==> src/rtl/brbs_pkg.sv <==
// Shared types, codes and sizes for the byte ring buffer with search.
package brbs_pkg;

    // Storage geometry
    localparam int DEPTH       = 256;
    localparam int PTR_W       = $clog2(DEPTH);
    localparam int SIZE_W      = 9;
    localparam int FILL_W      = 8;
    localparam int MAX_PATTERN = 8;
    localparam int MAX_READ    = 64;
    localparam int MIDX_W      = $clog2(MAX_PATTERN) > 0 ? $clog2(MAX_PATTERN) : 1;

    // Item kinds
    localparam logic [1:0] KIND_STORE  = 2'd0;
    localparam logic [1:0] KIND_READ   = 2'd1;
    localparam logic [1:0] KIND_FLUSH  = 2'd2;
    localparam logic [1:0] KIND_SEARCH = 2'd3;

    // Result status codes
    localparam logic [1:0] ST_OK       = 2'd0;
    localparam logic [1:0] ST_ERR      = 2'd1;
    localparam logic [1:0] ST_NOTFOUND = 2'd2;

    // Configuration register indexes
    localparam logic [1:0] CFG_SIZE    = 2'd0;
    localparam logic [1:0] CFG_PATTERN = 2'd1;
    localparam logic [1:0] CFG_PAT_LEN = 2'd2;

    typedef struct packed {
        logic [1:0] kind;
        logic [7:0] data;
        logic [6:0] count;
        logic       first;
    } t_item;

    typedef struct packed {
        logic [7:0]        read_byte;
        logic              last;
        logic [1:0]        status;
        logic [7:0]        position;
        logic [FILL_W-1:0] fill;
    } t_result;

    // Active settings handed to the sequencer
    typedef struct packed {
        logic [SIZE_W-1:0] size;     // clamped to 2..DEPTH
        logic [63:0]       pattern;
        logic [3:0]        pat_len;  // clamped to 1..MAX_PATTERN
        logic              size_wr;  // size register written this cycle
    } t_cfg;

endpackage

==> src/rtl/brbs_ram.sv <==
// Generic single-write, single-read memory with registered read data.
module brbs_ram #(
    parameter int DATA_W = 8,
    parameter int ADDR_W = 8
) (
    input  logic              i_clk,
    input  logic              i_we,
    input  logic [ADDR_W-1:0] i_waddr,
    input  logic [DATA_W-1:0] i_wdata,
    input  logic              i_re,
    input  logic [ADDR_W-1:0] i_raddr,
    output logic [DATA_W-1:0] o_rdata
);

    logic [DATA_W-1:0] r_mem [(1 << ADDR_W)];
    logic [DATA_W-1:0] r_rdata;

    // Write port
    always_ff @(posedge i_clk) begin
        if (i_we) begin
            r_mem[i_waddr] <= i_wdata;
        end
    end

    // Read port, data held until the next read
    always_ff @(posedge i_clk) begin
        if (i_re) begin
            r_rdata <= r_mem[i_raddr];
        end
    end

    assign o_rdata = r_rdata;

endmodule

==> src/rtl/brbs_match.sv <==
// Pattern compare step: checks one stored byte against the current match index.
module brbs_match (
    input  logic [7:0]                  i_byte,
    input  logic [brbs_pkg::MIDX_W-1:0] i_m,
    input  logic [63:0]                 i_pattern,
    input  logic [3:0]                  i_pat_len,
    output logic                        o_hit,
    output logic [brbs_pkg::MIDX_W-1:0] o_m_next
);
    import brbs_pkg::*;

    logic [7:0] w_pat_m;
    logic       w_eq;
    logic       w_eq0;
    logic [3:0] w_m_ext;

    // Select pattern byte at the match index
    assign w_pat_m = i_pattern[i_m*8 +: 8];
    assign w_eq    = (i_byte == w_pat_m);
    assign w_eq0   = (i_byte == i_pattern[7:0]);
    assign w_m_ext = 4'(i_m);

    assign o_hit    = w_eq && (w_m_ext == i_pat_len - 4'd1);
    // Advance on a match, restart at 0 or 1 on a mismatch
    assign o_m_next = w_eq ? MIDX_W'(i_m + 1'b1) : MIDX_W'(w_eq0);

endmodule

==> src/rtl/brbs_core.sv <==
// Sequencer, ring pointers and storage of the byte ring buffer.
module brbs_core (
    input  logic              i_clk,
    input  logic              i_rst_n,
    input  brbs_pkg::t_cfg    i_cfg,
    input  logic              i_valid,
    output logic              o_ready,
    input  brbs_pkg::t_item   i_item,
    output logic              o_res_valid,
    input  logic              i_res_ready,
    output brbs_pkg::t_result o_res
);
    import brbs_pkg::*;

    localparam logic [2:0] S_IDLE     = 3'd0;
    localparam logic [2:0] S_EMIT     = 3'd1;
    localparam logic [2:0] S_RD_ISSUE = 3'd2;
    localparam logic [2:0] S_RD_EMIT  = 3'd3;
    localparam logic [2:0] S_SR_ISSUE = 3'd4;
    localparam logic [2:0] S_SR_CMP   = 3'd5;

    logic [2:0]        r_state,     n_state;
    logic [PTR_W-1:0]  r_wr_pos,    n_wr_pos;
    logic [PTR_W-1:0]  r_rd_pos,    n_rd_pos;
    logic              r_rejected,  n_rejected;
    logic [6:0]        r_remain,    n_remain;
    logic [FILL_W-1:0] r_fin_fill,  n_fin_fill;
    logic [1:0]        r_status,    n_status;
    logic [7:0]        r_position,  n_position;
    logic [MIDX_W-1:0] r_m,         n_m;
    logic [7:0]        r_idx,       n_idx;
    logic [PTR_W-1:0]  r_scan_pos,  n_scan_pos;
    logic [FILL_W-1:0] r_scan_fill, n_scan_fill;

    logic              w_we;
    logic              w_re;
    logic [PTR_W-1:0]  w_raddr;
    logic [7:0]        w_rdata;
    logic              w_hit;
    logic [MIDX_W-1:0] w_m_next;
    logic [SIZE_W-1:0] w_fill_ext;
    logic [FILL_W-1:0] w_fill;
    logic [SIZE_W-1:0] w_cap;
    logic [6:0]        w_burst;
    logic              w_burst_rej;
    logic              w_store_ok;
    logic              w_read_err;
    logic [7:0]        w_idx_inc;

    // Advance a ring position, wrapping at the active size
    function automatic logic [PTR_W-1:0] next_pos(input logic [PTR_W-1:0] p,
                                                  input logic [SIZE_W-1:0] s);
        logic [SIZE_W-1:0] inc;
        inc = SIZE_W'(p) + SIZE_W'(1);
        return (inc == s) ? '0 : PTR_W'(inc);
    endfunction

    brbs_ram #(
        .DATA_W (8),
        .ADDR_W (PTR_W)
    ) u_ram (
        .i_clk   (i_clk),
        .i_we    (w_we),
        .i_waddr (r_wr_pos),
        .i_wdata (i_item.data),
        .i_re    (w_re),
        .i_raddr (w_raddr),
        .o_rdata (w_rdata)
    );

    brbs_match u_match (
        .i_byte    (w_rdata),
        .i_m       (r_m),
        .i_pattern (i_cfg.pattern),
        .i_pat_len (i_cfg.pat_len),
        .o_hit     (w_hit),
        .o_m_next  (w_m_next)
    );

    // Fill from the pointers
    assign w_fill_ext = SIZE_W'(r_wr_pos) - SIZE_W'(r_rd_pos)
                        + ((r_wr_pos < r_rd_pos) ? i_cfg.size : '0);
    assign w_fill     = FILL_W'(w_fill_ext);
    assign w_cap      = i_cfg.size - SIZE_W'(1);

    // Store and read admission checks
    assign w_burst     = (i_item.count == '0) ? 7'd1 : i_item.count;
    assign w_burst_rej = (SIZE_W'(w_fill) + SIZE_W'(w_burst)) > w_cap;
    assign w_store_ok  = i_item.first ? !w_burst_rej
                                      : (!r_rejected && (SIZE_W'(w_fill) < w_cap));
    assign w_read_err  = (i_item.count == '0) || (i_item.count > 7'(MAX_READ))
                         || (SIZE_W'(i_item.count) > SIZE_W'(w_fill));
    assign w_idx_inc   = r_idx + 8'd1;

    assign o_ready = (r_state == S_IDLE);

    // Sequencer
    always_comb begin
        n_state     = r_state;
        n_wr_pos    = r_wr_pos;
        n_rd_pos    = r_rd_pos;
        n_rejected  = r_rejected;
        n_remain    = r_remain;
        n_fin_fill  = r_fin_fill;
        n_status    = r_status;
        n_position  = r_position;
        n_m         = r_m;
        n_idx       = r_idx;
        n_scan_pos  = r_scan_pos;
        n_scan_fill = r_scan_fill;
        w_we        = 1'b0;
        w_re        = 1'b0;
        w_raddr     = r_rd_pos;
        o_res_valid = 1'b0;
        o_res       = '0;

        case (r_state)
            S_IDLE: begin
                if (i_valid) begin
                    n_position = '0;
                    case (i_item.kind)
                        KIND_STORE: begin
                            if (i_item.first) begin
                                n_rejected = w_burst_rej;
                            end
                            if (w_store_ok) begin
                                w_we     = 1'b1;
                                n_wr_pos = next_pos(r_wr_pos, i_cfg.size);
                            end
                            n_status = w_store_ok ? ST_OK : ST_ERR;
                            n_state  = S_EMIT;
                        end
                        KIND_READ: begin
                            if (w_read_err) begin
                                n_status = ST_ERR;
                                n_state  = S_EMIT;
                            end else begin
                                n_remain   = i_item.count;
                                n_fin_fill = w_fill - FILL_W'(i_item.count);
                                n_state    = S_RD_ISSUE;
                            end
                        end
                        KIND_FLUSH: begin
                            n_wr_pos = '0;
                            n_rd_pos = '0;
                            n_status = ST_OK;
                            n_state  = S_EMIT;
                        end
                        default: begin
                            if (w_fill == '0) begin
                                n_status = ST_NOTFOUND;
                                n_state  = S_EMIT;
                            end else begin
                                n_scan_pos  = r_rd_pos;
                                n_scan_fill = w_fill;
                                n_m         = '0;
                                n_idx       = '0;
                                n_state     = S_SR_ISSUE;
                            end
                        end
                    endcase
                end
            end
            S_EMIT: begin
                o_res_valid     = 1'b1;
                o_res.last      = 1'b1;
                o_res.status    = r_status;
                o_res.position  = r_position;
                o_res.fill      = w_fill;
                if (i_res_ready) begin
                    n_state = S_IDLE;
                end
            end
            S_RD_ISSUE: begin
                w_re    = 1'b1;
                w_raddr = r_rd_pos;
                n_state = S_RD_EMIT;
            end
            S_RD_EMIT: begin
                o_res_valid     = 1'b1;
                o_res.read_byte = w_rdata;
                o_res.last      = (r_remain == 7'd1);
                o_res.status    = ST_OK;
                o_res.fill      = r_fin_fill;
                if (i_res_ready) begin
                    n_rd_pos = next_pos(r_rd_pos, i_cfg.size);
                    n_remain = r_remain - 7'd1;
                    n_state  = (r_remain == 7'd1) ? S_IDLE : S_RD_ISSUE;
                end
            end
            S_SR_ISSUE: begin
                w_re    = 1'b1;
                w_raddr = r_scan_pos;
                n_state = S_SR_CMP;
            end
            S_SR_CMP: begin
                if (w_hit) begin
                    n_status   = ST_OK;
                    n_position = w_idx_inc;
                    n_state    = S_EMIT;
                end else begin
                    n_m        = w_m_next;
                    n_scan_pos = next_pos(r_scan_pos, i_cfg.size);
                    n_idx      = w_idx_inc;
                    if (w_idx_inc == 8'(r_scan_fill)) begin
                        n_status = ST_NOTFOUND;
                        n_state  = S_EMIT;
                    end else begin
                        n_state = S_SR_ISSUE;
                    end
                end
            end
            default: begin
                n_state = S_IDLE;
            end
        endcase

        // Size change empties the buffer
        if (i_cfg.size_wr) begin
            n_wr_pos   = '0;
            n_rd_pos   = '0;
            n_rejected = 1'b0;
        end
    end

    // Control state
    always_ff @(posedge i_clk) begin
        if (!i_rst_n) begin
            r_state    <= S_IDLE;
            r_wr_pos   <= '0;
            r_rd_pos   <= '0;
            r_rejected <= 1'b0;
        end else begin
            r_state    <= n_state;
            r_wr_pos   <= n_wr_pos;
            r_rd_pos   <= n_rd_pos;
            r_rejected <= n_rejected;
        end
    end

    // Work registers
    always_ff @(posedge i_clk) begin
        r_remain    <= n_remain;
        r_fin_fill  <= n_fin_fill;
        r_status    <= n_status;
        r_position  <= n_position;
        r_m         <= n_m;
        r_idx       <= n_idx;
        r_scan_pos  <= n_scan_pos;
        r_scan_fill <= n_scan_fill;
    end

endmodule

==> src/rtl/byte_ring_buffer_with_search_top.sv <==
// Top level of the byte ring buffer with search: registers, core and output stage.
//
//  channel  | direction | handshake                  | payload
//  ---------+-----------+----------------------------+------------------------------------
//  s stream | in        | i_s_tvalid / o_s_tready    | tdata {count, data}, tuser {first, kind}
//  m stream | out       | o_m_tvalid / i_m_tready    | tdata {fill, position, read_byte},
//           |           |                            | tuser status, tlast last
//  cfg      | in        | i_cfg_valid / o_cfg_ready  | i_cfg_index, i_cfg_data
//
//  Store, flush and failed reads give one result, held in the EMIT state until the output register takes it.
//  A read of N bytes gives N beats: one memory read port is read once per byte, each byte sent before the next read.
//  A search reads the stored bytes oldest first, one at a time, through the compare step,
//  up to the first hit or the fill. No beat is accepted until the previous item has left the core.
//  Reset is synchronous; it empties the buffer and sets size 256, pattern 0, length 1.
//  The output register lets the core hand off its last result while the sink stalls.
module byte_ring_buffer_with_search_top (
    input  logic        i_clk,
    input  logic        i_rst_n,
    input  logic        i_s_tvalid,
    output logic        o_s_tready,
    input  logic [15:0] i_s_tdata,   // [7:0] data, [14:8] count, [15] zero
    input  logic [2:0]  i_s_tuser,   // [1:0] kind, [2] first
    output logic        o_m_tvalid,
    input  logic        i_m_tready,
    output logic [23:0] o_m_tdata,   // [7:0] read_byte, [15:8] position, [23:16] fill
    output logic [1:0]  o_m_tuser,   // [1:0] status
    output logic        o_m_tlast,
    input  logic        i_cfg_valid,
    output logic        o_cfg_ready,
    input  logic [1:0]  i_cfg_index,
    input  logic [63:0] i_cfg_data
);
    import brbs_pkg::*;

    logic [SIZE_W-1:0] r_size;
    logic [63:0]       r_pattern;
    logic [3:0]        r_pat_len;
    logic              r_out_valid;
    t_result           r_out;

    t_cfg              w_cfg;
    t_item             w_item;
    t_result           w_res;
    logic              w_res_valid;
    logic              w_slot_free;
    logic              w_cfg_wr;

    assign o_cfg_ready = 1'b1;
    assign w_cfg_wr    = i_cfg_valid && o_cfg_ready;

    // Configuration registers
    always_ff @(posedge i_clk) begin
        if (!i_rst_n) begin
            r_size    <= SIZE_W'(DEPTH);
            r_pattern <= '0;
            r_pat_len <= 4'd1;
        end else if (w_cfg_wr) begin
            case (i_cfg_index)
                CFG_SIZE:    r_size    <= i_cfg_data[SIZE_W-1:0];
                CFG_PATTERN: r_pattern <= i_cfg_data;
                CFG_PAT_LEN: r_pat_len <= i_cfg_data[3:0];
                default:     ;
            endcase
        end
    end

    // Clamp settings to their working ranges
    always_comb begin
        w_cfg.pattern = r_pattern;
        w_cfg.size_wr = w_cfg_wr && (i_cfg_index == CFG_SIZE);
        if (r_size < SIZE_W'(2)) begin
            w_cfg.size = SIZE_W'(2);
        end else if (r_size > SIZE_W'(DEPTH)) begin
            w_cfg.size = SIZE_W'(DEPTH);
        end else begin
            w_cfg.size = r_size;
        end
        if (r_pat_len == 4'd0) begin
            w_cfg.pat_len = 4'd1;
        end else if (r_pat_len > 4'(MAX_PATTERN)) begin
            w_cfg.pat_len = 4'(MAX_PATTERN);
        end else begin
            w_cfg.pat_len = r_pat_len;
        end
    end

    // Unpack the input beat
    assign w_item.kind  = i_s_tuser[1:0];
    assign w_item.first = i_s_tuser[2];
    assign w_item.data  = i_s_tdata[7:0];
    assign w_item.count = i_s_tdata[14:8];

    brbs_core u_core (
        .i_clk       (i_clk),
        .i_rst_n     (i_rst_n),
        .i_cfg       (w_cfg),
        .i_valid     (i_s_tvalid),
        .o_ready     (o_s_tready),
        .i_item      (w_item),
        .o_res_valid (w_res_valid),
        .i_res_ready (w_slot_free),
        .o_res       (w_res)
    );

    // Output register: load when empty or being drained
    assign w_slot_free = !r_out_valid || i_m_tready;

    always_ff @(posedge i_clk) begin
        if (!i_rst_n) begin
            r_out_valid <= 1'b0;
        end else if (w_slot_free) begin
            r_out_valid <= w_res_valid;
        end
    end

    always_ff @(posedge i_clk) begin
        if (w_slot_free && w_res_valid) begin
            r_out <= w_res;
        end
    end

    assign o_m_tvalid = r_out_valid;
    assign o_m_tdata  = {r_out.fill, r_out.position, r_out.read_byte};
    assign o_m_tuser  = r_out.status;
    assign o_m_tlast  = r_out.last;

endmodule

==> config.mk <==
export PLATFORM = sky130hd
export DESIGN_NAME = byte_ring_buffer_with_search_top
export DESIGN_NICKNAME = d
export VERILOG_FILES = /design/src/rtl/brbs_pkg.sv /design/src/rtl/brbs_ram.sv /design/src/rtl/brbs_match.sv /design/src/rtl/brbs_core.sv /design/src/rtl/byte_ring_buffer_with_search_top.sv
export SDC_FILE = /design/constraint.sdc
export NUM_CORES = 2
export LEC_CHECK = 0
export BUFFER_PORTS_ARGS = -buffer_cell sky130_fd_sc_hd__buf_4
export CAP_MARGIN = 20
export CORE_UTILIZATION = 42
export CTS_BUF_LIST = sky130_fd_sc_hd__clkbuf_2
export CTS_CLUSTER_DIAMETER = 200
export DETAILED_ROUTE_END_ITERATION = 10
export HOLD_SLACK_MARGIN = 0.05
export PLACE_DENSITY_LB_ADDON = 0.08
export SLEW_MARGIN = 20
export SYNTH_ARGS = -nofsm -noshare
export SYNTH_HDL_FRONTEND = slang
export SYNTH_HIERARCHICAL = 1
export SYNTH_SLANG_ARGS = --single-unit
==> constraint.sdc <==
create_clock -name i_clk -period 7.26 [get_ports i_clk]
set_input_delay 0.363 -clock i_clk [delete_from_list [all_inputs] [get_ports i_clk]]
set_output_delay 0.363 -clock i_clk [all_outputs]
set_load 0.02 [all_outputs]
# Word-level counts from Yosys, hierarchy flattened
# Memory sizes are Yosys's and may differ from the RTL's. A register that Yosys moved wholly into a read port is not among the register bits.
# Cells that the tools add are included.
# totals
reg_bits	177
ram_bits	2048
out_inout_bits	30
elab_cells	184
memories	1
# op_classes
addsub	12
n_lt_le_gt_ge	8
n_eq_ne	31
shifts	1
mux	69
bitwise_logic	4
reduce_logical	37
# mem_list
name	words	width	read_ports	rd_ports_with_merged_regs	write_ports	line_no	source
u_core.u_ram.r_mem	256	8	1	1	1	brbs_ram.sv:15	logic [DATA_W-1:0] r_mem [(1 << ADDR_W)];
# op_table
cell	count
$mux 8	19
$pmux 8 s2	6
$shiftx 64x7->8	1
$mux 7	5
$mux 3	11
$add 8x1->9 const B	3
$eq 9x9->1	3
$eq 8x8->1	3
$reduce_and 4->1	5
$mux 9	2
$pmux 3 s2	3
$pmux 3 s6	1
$ne 2x2->1 const B	8
$reduce_and 5->1	3
$mux 2	7
$pmux 7 s2	1
$mux 1	10
$add 8x7->9	1
$gt 9x9->1	1
$gt 9x9->1 const B	1
$lt 8x9->1	1
$lt 9x2->1 const B	1
$sub 9x1->9 const B	1
$add 8x1->8 const B	1
other kinds (37)	64

# Logic depth before layout (Yosys ltp)
# logic_depth
ltp_word	15
mapped_depth	34
mapped_depth_nobuf	31

# By module
# Netlist, hierarchy kept.
# modules_own_cells
mod	n_inst	cells_each	area_per_inst_um2
brbs_ram	1	3733	79636.4
brbs_core	1	727	6346.1
byte_ring_buffer_with_search_top	1	376	4043.9
brbs_match	1	88	833.3

# Worst setup path before layout
# No wires, ideal clock.
# synth_timing
kind	register -> register
from	reg u_core.r_rd_pos[1]
to	mem u_core.u_ram.r_mem[234][0] (enable)
setup_ns	0.370
arrival_ns	6.628
setup_slack_ns	0.262
stages_incl_launch_ff	31
path_cell_list	dfxtp_1 > inv_1 > ha_1 > a2111oi_2 > o21bai_1 > nand3_1 > nand2_1 > a21oi_1 > nand2_1 > fa_1 > inv_1 > ha_1 > and3_1 > a221oi_1 > xor2_1 > inv_1 > ha_1 > a21oi_1 > o31ai_1 > xor2_1 > ha_1 > or3_1 > o21ai_0 > a21oi_1 > nand2b_1 > a21oi_1 > clkbuf_1 > buf_1 > nand3_1 > clkbuf_1 > nor2_1
# synth_between
elab_chain_len	13
elab_cells_between_ends	16
# synth_rtl
element	line_no	source
start: declaration	brbs_core.sv:24	logic [PTR_W-1:0] r_rd_pos, n_rd_pos;
start signal: assignment	brbs_core.sv:236	r_rd_pos <= n_rd_pos;
$lt 8x8->1	brbs_core.sv:82	+ ((r_wr_pos < r_rd_pos) ? i_cfg.size : '0);
$mux 8	brbs_core.sv:82	
$add 8x8->8 (*)	brbs_core.sv:82	
via u_core.w_fill_ext[5]	brbs_core.sv:41	logic [SIZE_W-1:0] w_fill_ext;
$add 8x7->9	brbs_core.sv:88	assign w_burst_rej = (SIZE_W'(w_fill) + SIZE_W'(w_burst)) > w_cap;
$gt 9x9->1	brbs_core.sv:88	
$logic_not 1->1	brbs_core.sv:89	assign w_store_ok = i_item.first ? !w_burst_rej
$mux 1 (*)	brbs_core.sv:89	
$mux 1 (*)	brbs_core.sv:126	if (w_store_ok) begin
$mux 1 (*)	brbs_core.sv:121	case (i_item.kind)
$mux 1 (*)	brbs_core.sv:119	if (i_valid) begin
$mux 1 (*)	brbs_core.sv:117	case (r_state)
via u_core.w_we	brbs_core.sv:35	logic w_we;
$mux 1 (*)	brbs_ram.sv:20	if (i_we) begin
$mux 1 (not written as such) (*)	brbs_ram.sv:21	r_mem[i_waddr] <= i_wdata;
end: declaration	brbs_ram.sv:15	
# Mark *: on every way through the listed nets, which the timed path passes. The rest lies on a longest branch.

# Final worst setup path
# layout_timing
from	reg u_core.r_rd_pos[1]
to	mem u_core.u_ram.r_mem[75][4] (enable)
# Same word-level chain as after synthesis.

==> flow_summary.yaml <==
setup_path:
  crit_top_cell: "ha_1"
  crit_type: "register to register"
  ff2ff_path_depth: 32
  r2r-end: "u_core/u_ram/r_mem[75][4]"
  cp_slowest_cell: "fa_1"
  rrSetupSlack_ns: 0.36
  worstSetupStartpoint: "u_core/r_rd_pos[1]"
  start_kind: "register"
  crit_end: "u_core/u_ram/r_mem[75][4]"
  r2r-start: "u_core/r_rd_pos[1]"
  critPathMaxStageDelay_ns: 0.49
  crit_fanout: 19
  cp-end-kind: "register"
  worstPathRequired_ns: 8.75
  crit_arrival_ns: 8.38
final_layout:
  mostFrequentLayoutCells: "2135 x edfxtp_1, 878 x clkbuf_2, 549 x buf_4"
  finish.utilization_pct: 49.7
  area_growth_pct: 17.6
  drive_above_1_share_pct: 31.1
  regArea_sq_um: 66100
  multi_input_area_sq_um: 22900
  final_nets: 6334
  fillers: 18200
  layout_commonest_cell: "edfxtp_1"
yosys:
  synth_edf_count: 2135
  syn_area_sq_um: 90900
  synth-adder-area-share_pct: 0.994
  yosysWarnings: 6
  synth_top_family_by_area: "multiplexers"
  synthCells: 4924
  synth_nets: 5080
  synth-xor-area-share_pct: 0.971
  synth_compound_area_share_pct: 4.37
  async_reset_ff_share_pct: 0
  synth_ff_type: "edfxtp_1"
  synthSimpleGateAreaFrac_pct: 4.47
  yosys-mux-area-fraction_pct: 14.1
  yosysUniqueCellTypes: 95
  synth_seq_cells: 2233
  syn_avg_cell_area_sq_um: 18.5
  yosysSeqAreaShare_pct: 72.7
timing:
  min_period_ns: 6.90
  tightest_slew_ns: 1.27
  finClkSkew_ns: 0.127
  slew_headroom_pct: 15.3
  timing.fmax_mhz: 145
  fin_ws_ns: 0.363
  slew_violations: 0
  hold_slack_ns: 0.324
  min_period_over_period_pct: 95.0
  finalHoldViolations: 0
  finalSetupViolCount: 0
cts:
  cts_buffers: 599
  cts_tree: "built"
  clkTransAtPathRegs_ns: 0.11
  htree_levels: 6
  clockBufferDepth: 4
  cts_root_buffer: "clkbuf_2"
  clkLatencyLatePin_ns: 1.85
  cts.sinks: 2233
place:
  post-place-ws_ns: 0.297
  gp_congestion: 0.835
  place_hpwl_um: 155000
  portBuffers: 117
die:
  die_w_um: 467
  row_count: 170
  die-area_sq_um: 218000
  io_pins: 120
  die_h_um: 467
  coreArea_sq_um: 215000
  initial_utilization_pct: 42.3
power_and_ir_drop:
  irDropWorstVdd_v: 0.000170
  cellLeakagePower_nw: 35.6
  p_per_area_nw_per_um2: 223
  p_total_mw: 23.8
global_routing:
  grt_usage_pct: 23.6
  grt_pass1_vias: 53900
  antenna_found_initial: 16
  grt_overflow: 0
  grt_pass1_wl_um: 370000
  grt_start_max_net_pins: 165
detailed_routing:
  firstDrtPassIters: 5
  avgViaCountPerCell: 5.54
  drtAntennaViolNets: 0
  drt_iter0_drc: 4479
  vias: 52100
  wl_per_cell_um: 27.4
  totalWireLength_um: 258000
  drc: 0
run_status:
  outcome: "finished, final reports clean"
flow_run:
  maxCapViolations: 0
worst_hold_path:
  hold_path_class: "input pin to register"
[sequential cells by signal (all words and copies together), names as in the netlist, 9 cells and up]
name,cells
r_size,9
o_m_tdata,24
r_pattern,64
u_core/u_ram/r_mem,2048
[cell families after synthesis]
logic type / count (synthesis)
DFF: 2233
and+or+nand+nor: 883
muxes: 702
AOI/OAI and AO/OA: 567
buffers and inverters: 376
xor gates and xnor gates: 95
adders and majority gates: 67
other: 1
[worst max-delay path, delay by kind of cell, from the launching register on]
family	cells	cell delay (ns)
buf+inv	8	1.15
xor+xnor	2	0.36
compound gates	10	1.91
flops	1	0.35
fa+ha+maj	5	1.68
simple gates	7	1.08
[timing repair]
item / CTS / global route
hold buffers: 346 / 0
endpoints found under the hold margin: 4290 / 0
gates resized for setup: 0 / 14
setup endpoints to repair: 0 / 1763
buffers inserted: 0 / 1
[power by group]
part | internal (mW) | switching (mW) | total, mW
registers | 14.1 | 0.0273 | 14.1
clock network | 3.61 | 5.12 | 8.72
logic | 0.351 | 0.560 | 0.911
total | 18.1 | 5.70 | 23.8
[synth_stat cells, drive strengths merged, types with 40 or more instances]
| master | count | area share, % |
|---|---|---|
| xnor2 | 48 | 0.47 |
| clkbuf | 155 | 0.64 |
| nand2 | 235 | 0.97 |
| mux4 | 464 | 12 |
| nor2b | 51 | 0.35 |
| dfxtp | 98 | 2.2 |
| and3 | 40 | 0.28 |
| a22oi | 143 | 1.2 |
| edfxtp | 2135 | 71 |
| o21ai | 44 | 0.25 |
| a21oi | 143 | 0.79 |
| buf | 146 | 1.4 |
| inv | 73 | 0.30 |
| mux2i | 236 | 2.6 |
| o221ai | 50 | 0.49 |
| nor2 | 341 | 1.4 |
| nand3 | 53 | 0.29 |
| xor2 | 44 | 0.42 |
| ha | 57 | 0.78 |
[worst min path at each step]
stage / from / end / slack [ns] / cells after the start
6_report: i_s_tdata[0] / u_core/u_ram/r_mem[242][0] / 0.32 / 4
5_1_grt: i_s_tdata[0] / u_core/u_ram/r_mem[243][0] / 0.16 / 4
4_1_cts: i_s_tvalid / u_core/r_fin_fill[5] / 0.05 / 5
3_5_place_dp: r_pattern[60] / r_pattern[60] / 0.45 / 2
3_3_place_gp: r_pattern[54] / r_pattern[54] / 0.44 / 2
2_1_floorplan: r_pat_len[0] / r_pat_len[0] / 0.43 / 1
[layer usage]
metal,wire length (um),GRT usage [%]
met1,112000,32.4
met2,123000,37.2
met3,17300,5.18
met4,6270,7.65
met5,36,0
[final cells by class]
type / count / share of cell area [%]
clock inverter: 120 / 0.734
timing repair buffer: 954 / 8.29
inverter: 75 / 0.263
antenna: 5 / 0.0117
clock buffer: 878 / 4.11
tap: 2838 / 3.32
sequential: 2233 / 61.8
multi-input combinational: 2315 / 21.4
[metrics by stage]
stage	std cells	setup TNS, ns	area [sq um]
final	9418	0	107000
after global routing	9417	-0.0499	107000
after CTS	9411	0	107000
after detailed placement	8067	0	97900
after global placement	8067	0	97900
after floorplan	4924	0	90900
Power figures use the tool's default switching activity.
